===== src/kvi_pkg.sv =====
`timescale 1ns / 1ps
`default_nettype none

package kvi_pkg;

	localparam int KEYS   = 64;
	localparam int KEY_AW = $clog2(KEYS);
	localparam int CNT_W  = 7;
	localparam int TIME_W = 32;
	localparam int VAL_W  = 32;
	localparam int FRAC_W = 16;
	localparam int STEP_W = $clog2(FRAC_W);
	localparam int IDX_W  = 6;
	localparam int SEG_W  = 6;
	localparam int KEY_W  = TIME_W + 3 * VAL_W;
	localparam int PROD_W = VAL_W + 1 + FRAC_W + 1;

	// s_tdata field offsets, lowest first
	localparam int IDX_LSB   = 0;
	localparam int KTIME_LSB = IDX_LSB + IDX_W;
	localparam int VX_LSB    = KTIME_LSB + TIME_W;
	localparam int VY_LSB    = VX_LSB + VAL_W;
	localparam int VZ_LSB    = VY_LSB + VAL_W;
	localparam int QTIME_LSB = VZ_LSB + VAL_W;
	localparam int IN_BITS   = QTIME_LSB + TIME_W;
	localparam int IN_DATA_W = ((IN_BITS + 7) / 8) * 8;

	// m_tdata field offsets
	localparam int OX_LSB     = 0;
	localparam int OY_LSB     = OX_LSB + VAL_W;
	localparam int OZ_LSB     = OY_LSB + VAL_W;
	localparam int SEG_LSB    = OZ_LSB + VAL_W;
	localparam int OUT_BITS   = SEG_LSB + SEG_W;
	localparam int OUT_DATA_W = ((OUT_BITS + 7) / 8) * 8;

	localparam logic OP_WRITE = 1'b0;
	localparam logic OP_QUERY = 1'b1;

	localparam logic [1:0] COMP_X = 2'd0;
	localparam logic [1:0] COMP_Z = 2'd2;

	typedef struct packed {
		logic              key_wr;
		logic              query_ld;
		logic              rd_en;
		logic [KEY_AW-1:0] rd_addr;
		logic              take_prev;
		logic              take_end;
		logic              seg_ld;
		logic [KEY_AW-1:0] seg;
		logic              found_ld;
		logic              found;
		logic              div_init;
		logic              div_step;
		logic              mul_en;
		logic              add_en;
		logic [1:0]        comp;
		logic              out_ld;
	} kvi_cmd_t;

	typedef struct packed {
		logic [KEY_AW-1:0] last_idx;
		logic              q_lt;
		logic              out_free;
	} kvi_sts_t;

endpackage

`default_nettype wire


===== src/kvi_ctrl.sv =====
`timescale 1ns / 1ps
`default_nettype none

module kvi_ctrl
	import kvi_pkg::*;
(
	input  wire logic     clk,
	input  wire logic     arst_n,
	input  wire logic     s_tvalid,
	output logic          s_tready,
	input  wire logic     s_tuser,
	input  wire kvi_sts_t sts,
	output kvi_cmd_t      cmd
);

	typedef enum logic [7:0] {
		ST_IDLE = 8'b0000_0001,
		ST_RD   = 8'b0000_0010,
		ST_CMP  = 8'b0000_0100,
		ST_DIVI = 8'b0000_1000,
		ST_DIV  = 8'b0001_0000,
		ST_MUL  = 8'b0010_0000,
		ST_ADD  = 8'b0100_0000,
		ST_OUT  = 8'b1000_0000
	} kvi_state_t;

	kvi_state_t        state_q, state_d;
	logic [KEY_AW-1:0] idx_q, idx_d;
	logic [STEP_W-1:0] step_q, step_d;
	logic [1:0]        comp_q, comp_d;
	logic              accept;

	assign s_tready = (state_q == ST_IDLE);
	assign accept   = s_tvalid && s_tready;

	always_comb begin
		state_d = state_q;
		idx_d   = idx_q;
		step_d  = step_q;
		comp_d  = comp_q;
		cmd     = '0;
		cmd.rd_addr = idx_q;
		cmd.comp    = comp_q;
		unique case (state_q)
			ST_IDLE: begin
				if (accept) begin
					if (s_tuser == OP_QUERY) begin
						cmd.query_ld = 1'b1;
						idx_d   = '0;
						state_d = ST_RD;
					end else begin
						cmd.key_wr = 1'b1;
					end
				end
			end
			ST_RD: begin
				cmd.rd_en = 1'b1;
				state_d   = ST_CMP;
			end
			ST_CMP: begin
				// key 0 only primes the start registers
				if (idx_q != '0 && sts.q_lt) begin
					cmd.take_end = 1'b1;
					cmd.seg_ld   = 1'b1;
					cmd.seg      = idx_q - KEY_AW'(1);
					cmd.found_ld = 1'b1;
					cmd.found    = 1'b1;
					state_d      = ST_DIVI;
				end else begin
					cmd.take_prev = 1'b1;
					if (idx_q == sts.last_idx) begin
						cmd.seg_ld   = 1'b1;
						cmd.seg      = idx_q;
						cmd.found_ld = 1'b1;
						cmd.found    = 1'b0;
						state_d      = ST_OUT;
					end else begin
						idx_d   = idx_q + KEY_AW'(1);
						state_d = ST_RD;
					end
				end
			end
			ST_DIVI: begin
				cmd.div_init = 1'b1;
				step_d  = '0;
				state_d = ST_DIV;
			end
			ST_DIV: begin
				cmd.div_step = 1'b1;
				step_d = step_q + STEP_W'(1);
				if (step_q == STEP_W'(FRAC_W - 1)) begin
					comp_d  = COMP_X;
					state_d = ST_MUL;
				end
			end
			ST_MUL: begin
				cmd.mul_en = 1'b1;
				state_d    = ST_ADD;
			end
			ST_ADD: begin
				cmd.add_en = 1'b1;
				if (comp_q == COMP_Z) begin
					state_d = ST_OUT;
				end else begin
					comp_d  = comp_q + 2'd1;
					state_d = ST_MUL;
				end
			end
			ST_OUT: begin
				if (sts.out_free) begin
					cmd.out_ld = 1'b1;
					state_d    = ST_IDLE;
				end
			end
			default: begin
				state_d = ST_IDLE;
			end
		endcase
	end

	always_ff @(posedge clk or negedge arst_n) begin
		if (!arst_n) begin
			state_q <= ST_IDLE;
			idx_q   <= '0;
			step_q  <= '0;
			comp_q  <= '0;
		end else begin
			state_q <= state_d;
			idx_q   <= idx_d;
			step_q  <= step_d;
			comp_q  <= comp_d;
		end
	end

endmodule

`default_nettype wire


===== config.mk =====
export PLATFORM = sky130hd
export DESIGN_NAME = kvi_ctrl
export DESIGN_NICKNAME = d
export VERILOG_FILES = /design/src/kvi_pkg.sv /design/src/kvi_ctrl.sv
export SDC_FILE = /design/constraint.sdc
export NUM_CORES = 1
export LEC_CHECK = 0
export BUFFER_PORTS_ARGS = -buffer_cell sky130_fd_sc_hd__buf_2
export CORE_UTILIZATION = 46
export CTS_CLUSTER_SIZE = 20
export DETAILED_ROUTE_END_ITERATION = 10
export PLACE_DENSITY = 0.77
export SLEW_MARGIN = 20
export SYNTH_ARGS = -nofsm -noshare
export SYNTH_HDL_FRONTEND = slang
export SYNTH_SLANG_ARGS = --single-unit

===== constraint.sdc =====
create_clock -name clk -period 2.45 [get_ports clk]
set_input_delay 0.3675 -clock clk [delete_from_list [all_inputs] [get_ports clk]]
set_output_delay 0.3675 -clock clk [all_outputs]
set_load 0.02 [all_outputs]

After elaboration in Yosys (flattened, before gate mapping)
Cells that the tools add are included.
{"block": "classes", "mux": 33, "n_eq_ne": 18, "n_reduce_logical": 9, "add_sub_neg": 4}
{"cell": "case mux 8 bit (8 select lines)", "count": 1}
{"cell": "two-way mux 8 bit", "count": 7}
{"cell": "two-way mux 6 bit", "count": 4}
{"cell": "two-way mux 9 bit", "count": 2}
{"cell": "case mux 6 bit (2 select lines)", "count": 1}
{"cell": "two-way mux 1 bit", "count": 11}
{"cell": "two-way mux 11 bit", "count": 1}
{"cell": "!= test 2 bit (second input constant)", "count": 5}
{"cell": "== test 8 x 1 -> 1 bit (second input constant)", "count": 1}
{"cell": "== test 8 x 2 -> 1 bit (second input constant)", "count": 1}
{"cell": "== test 8 x 3 -> 1 bit (second input constant)", "count": 1}
{"cell": "== test 8 x 4 -> 1 bit (second input constant)", "count": 1}
{"cell": "== test 8 x 5 -> 1 bit (second input constant)", "count": 1}
{"cell": "== test 8 x 6 -> 1 bit (second input constant)", "count": 1}
{"cell": "== test 8 x 7 -> 1 bit (second input constant)", "count": 1}
{"cell": "== test 8 bit (second input constant)", "count": 1}
{"cell": "two-way mux 2 bit", "count": 4}
{"cell": "case mux 4 bit (2 select lines)", "count": 1}
{"cell": "adder 6 x 1 -> 6 bit (second input constant)", "count": 1}
{"cell": "== test 6 bit", "count": 1}
{"cell": "nonzero test 2 bit", "count": 3}
{"cell": "nonzero test 6 bit", "count": 1}
{"cell": "subtractor 6 x 1 -> 6 bit (second input constant)", "count": 1}
{"cell": "AND reduction 5 bit", "count": 1}
{"cell": "other kinds (9)", "count": 11}
{"block": "word_totals", "ff_bits": 20, "out_inout_bits": 28}

Depth between registers and ports, before layout
{"block": "depth", "depth_word": 4, "ltp_mapped": 8, "ltp_nobuf": 7}

Worst setup path after synthesis
Ideal clock, no wire load.
{"block": "synth_path", "path_kind": "register to output", "startpoint": "register idx_q[0]", "endpoint": "output port cmd[11] (netlist name)", "path_slack_ps": -570, "t_arrival_ps": 2652, "required_ps": 2082, "stages_incl_launch_ff": 8, "cell_sequence": "dfrtp_1 -> clkbuf_1 -> inv_1 -> ha_1 -> or4b_4 -> o21a_2 -> or3_4 -> a311oi_1"}
{"item": "from (decl)", "line_no": "kvi_ctrl.sv:28", "text": "logic [KEY_AW-1:0] idx_q, idx_d;"}
{"item": "from (signal assigned)", "line_no": "kvi_ctrl.sv:129", "text": "idx_q <= idx_d;"}
{"item": "to (decl)", "line_no": "kvi_ctrl.sv:13", "text": "output kvi_cmd_t cmd"}

==> summary.md <==
| Metric | Value |
|---|---|
| Die height | 57.1 um |
| Worst-path clk slew | 0.12 ns |
| Area grow syn2layout | 35.9% |
| Clk sinks | 20 |
| Row count | 19 |
| CP cell instances | clkinv_4 -> ha_4 -> or4b_4 -> o21a_4 -> or3_4 -> a311oi_4 -> buf_6 |
| Post-synth ARST share | between 90% and 100% |
| Max-slew violation count | 0 |
| Most common cell after layout, fill and taps aside | buf_2 |
| Final HPWL DP | 2.69 mm |
| Arrival time worst endpoint | 2.41 ns |
| Outcome | complete, but fails checks |
| Unrepaired setup endpoints after global routing | true |
| DP Area | 1750 sq um |
| Seq cells post-synth | 20 |
| DR WL/cell | 14.5 um |
| Largest net degree at the start of global routing | 21 |
| Crit path kind | flip-flop to output pin |
| Final nets | roughly 240 |
| Die Wd | 57.1 um |
| Total GRT Usage | 24.5% |
| Mapped cell area | around 1400 sq um |
| Final worst path period need | 2.77 ns |
| Worst-Skew Late Latency | between 0.3 and 0.4 ns |
| Core area | around 2800 sq um |
| Initial antenna violation count | 0 |
| Fmax | 360 MHz |
| Max Cap Violations | 0 |
| Sequential Area | approximately 500 sq um |
| Clock Skew | 0.00541 ns |
| Syn Inst Count | around 170 |
| Pre-antenna DRT Iters | 7 |
| Final Hold Vio Count | 0 |
| HP Class | primary input to flip-flop |
| Peak supply drop | 0.000576 V |
| Clock Path Buffers | 2 |
| Warnings from Yosys | 0 |
| Placed Cells | 242 |
| Final instance area | 1900 sq um |
| Violated checks | DRC, setup timing |
| Slowest cell on crit path | or4b_4 |
| Initial Util | 49.4% |
| Sequential share of the synthesized area | 35.9% |
| Post-route ant nets | 0 |
| Vias in the first global route | 1348 |
| Startpoint types | flip-flop |
| Crit-path max cell delay | between 0.4 and 0.5 ns |
| Placer Congestion | 0.901 |
| Post-Route WL | 3.65 mm |
| First-pass GRT wire length | 6.20 mm |
| # port buffers | 39 |
| Leak | 0.917 nW |
| Area of the multi-input gates | 893 sq um |
| Final Setup Violations | 10 |
| I/O pins | 40 |
| Mean Syn Cell Area | 8.43 sq um |
| Syn nets | 183 |
| Worst rel slew slack | 68.5% |
| Dpl ws | -0.0985 ns |
| Die ar. | 3270 sq um |
| CTS H-Tree Depth | 1 |
| Crit share post-route | 113% |
| Setup TNS | -1.44 ns |
| WP data required | roughly 2.1 ns |
| Worst setup margin | -0.325 ns |
| Global route overflow | 0 |
| Via/cell ratio | 5.79 |
| CTS Root Buffer Type | clkbuf_4 |
| Vias post-DR | about 1500 |
| CTS tree | done |
| EDFF count, synth | 0 |
| Fill count | 225 |
| Pwr dens | 740 nW/um^2 |
| Slew @ Worst Pin | 0.469 ns |
| Num CTS Buffers | 3 |
| Worst Setup End Kind | output pin |
| DR iter-0 viols | 58 |
| Share of cells above drive strength 1 | 35.7% |
| Commonest cells after routing, fill and taps aside | buf_2, buf_4, nand2_1, dfrtp_1, nor2_1 |
| Yosys cell types | 46 |
| Non-filler instance count after layout | 252 |
| DR DRC count | 4 |
| Crit path max fanout | 3 |
| CP top delay family | simple AND/OR/NAND/NOR gates |
| CP bufs+invs | 2 |
| Ant diodes | 0 |
| Synth Flop Type | dfrtp_1 |
| Final core utilization | roughly 67% |
[stage by stage]
| stage | hold WS, ns | power, mW |
|---|---|---|
| 4_1_cts | 0.409 | 1.39 |
| 6_report | 0.416 | 1.41 |
| 2_1_floorplan | 0.0719 | 0.909 |
| 3_3_place_gp | 0.335 | 1.09 |
| 5_1_grt | 0.435 | 1.50 |
| 3_5_place_dp | 0.338 | 1.12 |
[path summary, 6_finish.rpt]
path / start / end / slack (ns) / cells after the start
worst max register to register: idx_q[0]$_DFFE_PN0P_ / idx_q[3]$_DFFE_PN0P_ / 0.16 / 9
worst min-delay path: sts[0] / state_q[7]$_DFFE_PN0P_ / 0.42 / 4
worst max-delay path: idx_q[0]$_DFFE_PN0P_ / cmd[11] / -0.32 / 7
min in group asynchronous: arst_n / step_q[3]$_DFFE_PN0P_ / 0.51 / 2
worst min register to register: step_q[3]$_DFFE_PN0P_ / step_q[3]$_DFFE_PN0P_ / 0.50 / 1
max in group asynchronous: arst_n / state_q[0]$_DFFE_PN1P_ / 1.60 / 2
[kinds of logic (layout without fill, tap and decap cells)]
group	Yosys count	in the layout	share of synthesized area, %
compound gates	41	41	18.4
xor+xnor	7	7	4.38
fa+ha+maj	5	5	4.47
buf+inv	20	75	6.53
flops	20	20	35.9
mux	1	1	0.716
simple gates	72	72	29.6
[worst register-to-register path: stages, from the launching register on]
cell and delay [ns]:
dfrtp_2 0.44, clkinv_4 0.06, ha_4 0.12, or4b_4 0.47, buf_4 0.16, o21ai_4 0.18
o21ai_4 0.10, buf_4 0.16, or4_1 0.45, nand3_1 0.09
[layout make-up]
| class | instances | share of cell area, % |
|---|---|---|
| Clock buffer | 4 | 1.91 |
| Inverter | 12 | 2.63 |
| Timing Repair Buffer | 59 | 19.9 |
| Sequential cell | 20 | 26.5 |
| Multi-Input combinational cell | 126 | 47.0 |
| Tap cell | 31 | 2.04 |
[Yosys cell counts (3+ instances only)]
master    number  area [sq um]
a21oi_1       13          65.1
and4b_1        5          50.1
clkbuf_1       4          15.0
dfrtp_1       19           475
ha_1           5          62.6
inv_1         12          45.0
nand2_1       17          63.8
nand3_1        7          35.0
nand4b_1       3          26.3
nor2_1        16          60.1
o21ai_0        9          45.0
o22ai_1        3          18.8
or3_1          3          18.8
xnor2_1        6          52.6
[power by group]
part           internal [mW]  switching [mW]  total (mW)  leakage [nW]
Sequential             0.376          0.0490       0.425         0.271
Combinational          0.354           0.429       0.783         0.625
Clock                 0.0909           0.107       0.197        0.0210
[sequential cells by signal (all words and copies together) (netlist names)]
register / cells
state_q: 8
idx_q: 6
step_q: 4
comp_q: 2
[routing by layer]
layer  vias up  GRT usage, %  wire [um]
met4         0          7.32         55
met5         -             0          0
met2        57          37.6       1740
li1        712             -          -
met1       684          34.1       1610
met3         7          6.35        251
[what timing repair did]
action / 4_1_cts / 5_1_grt
pin swaps: 7 / 4
endpoints found under the hold margin: 19 / 0
setup endpoints to repair: 10 / 11
gates resized for setup: 15 / 3
buffers inserted: 4 / 1
hold buffers: 1 / 0
(Power assumes the default switching activity.)
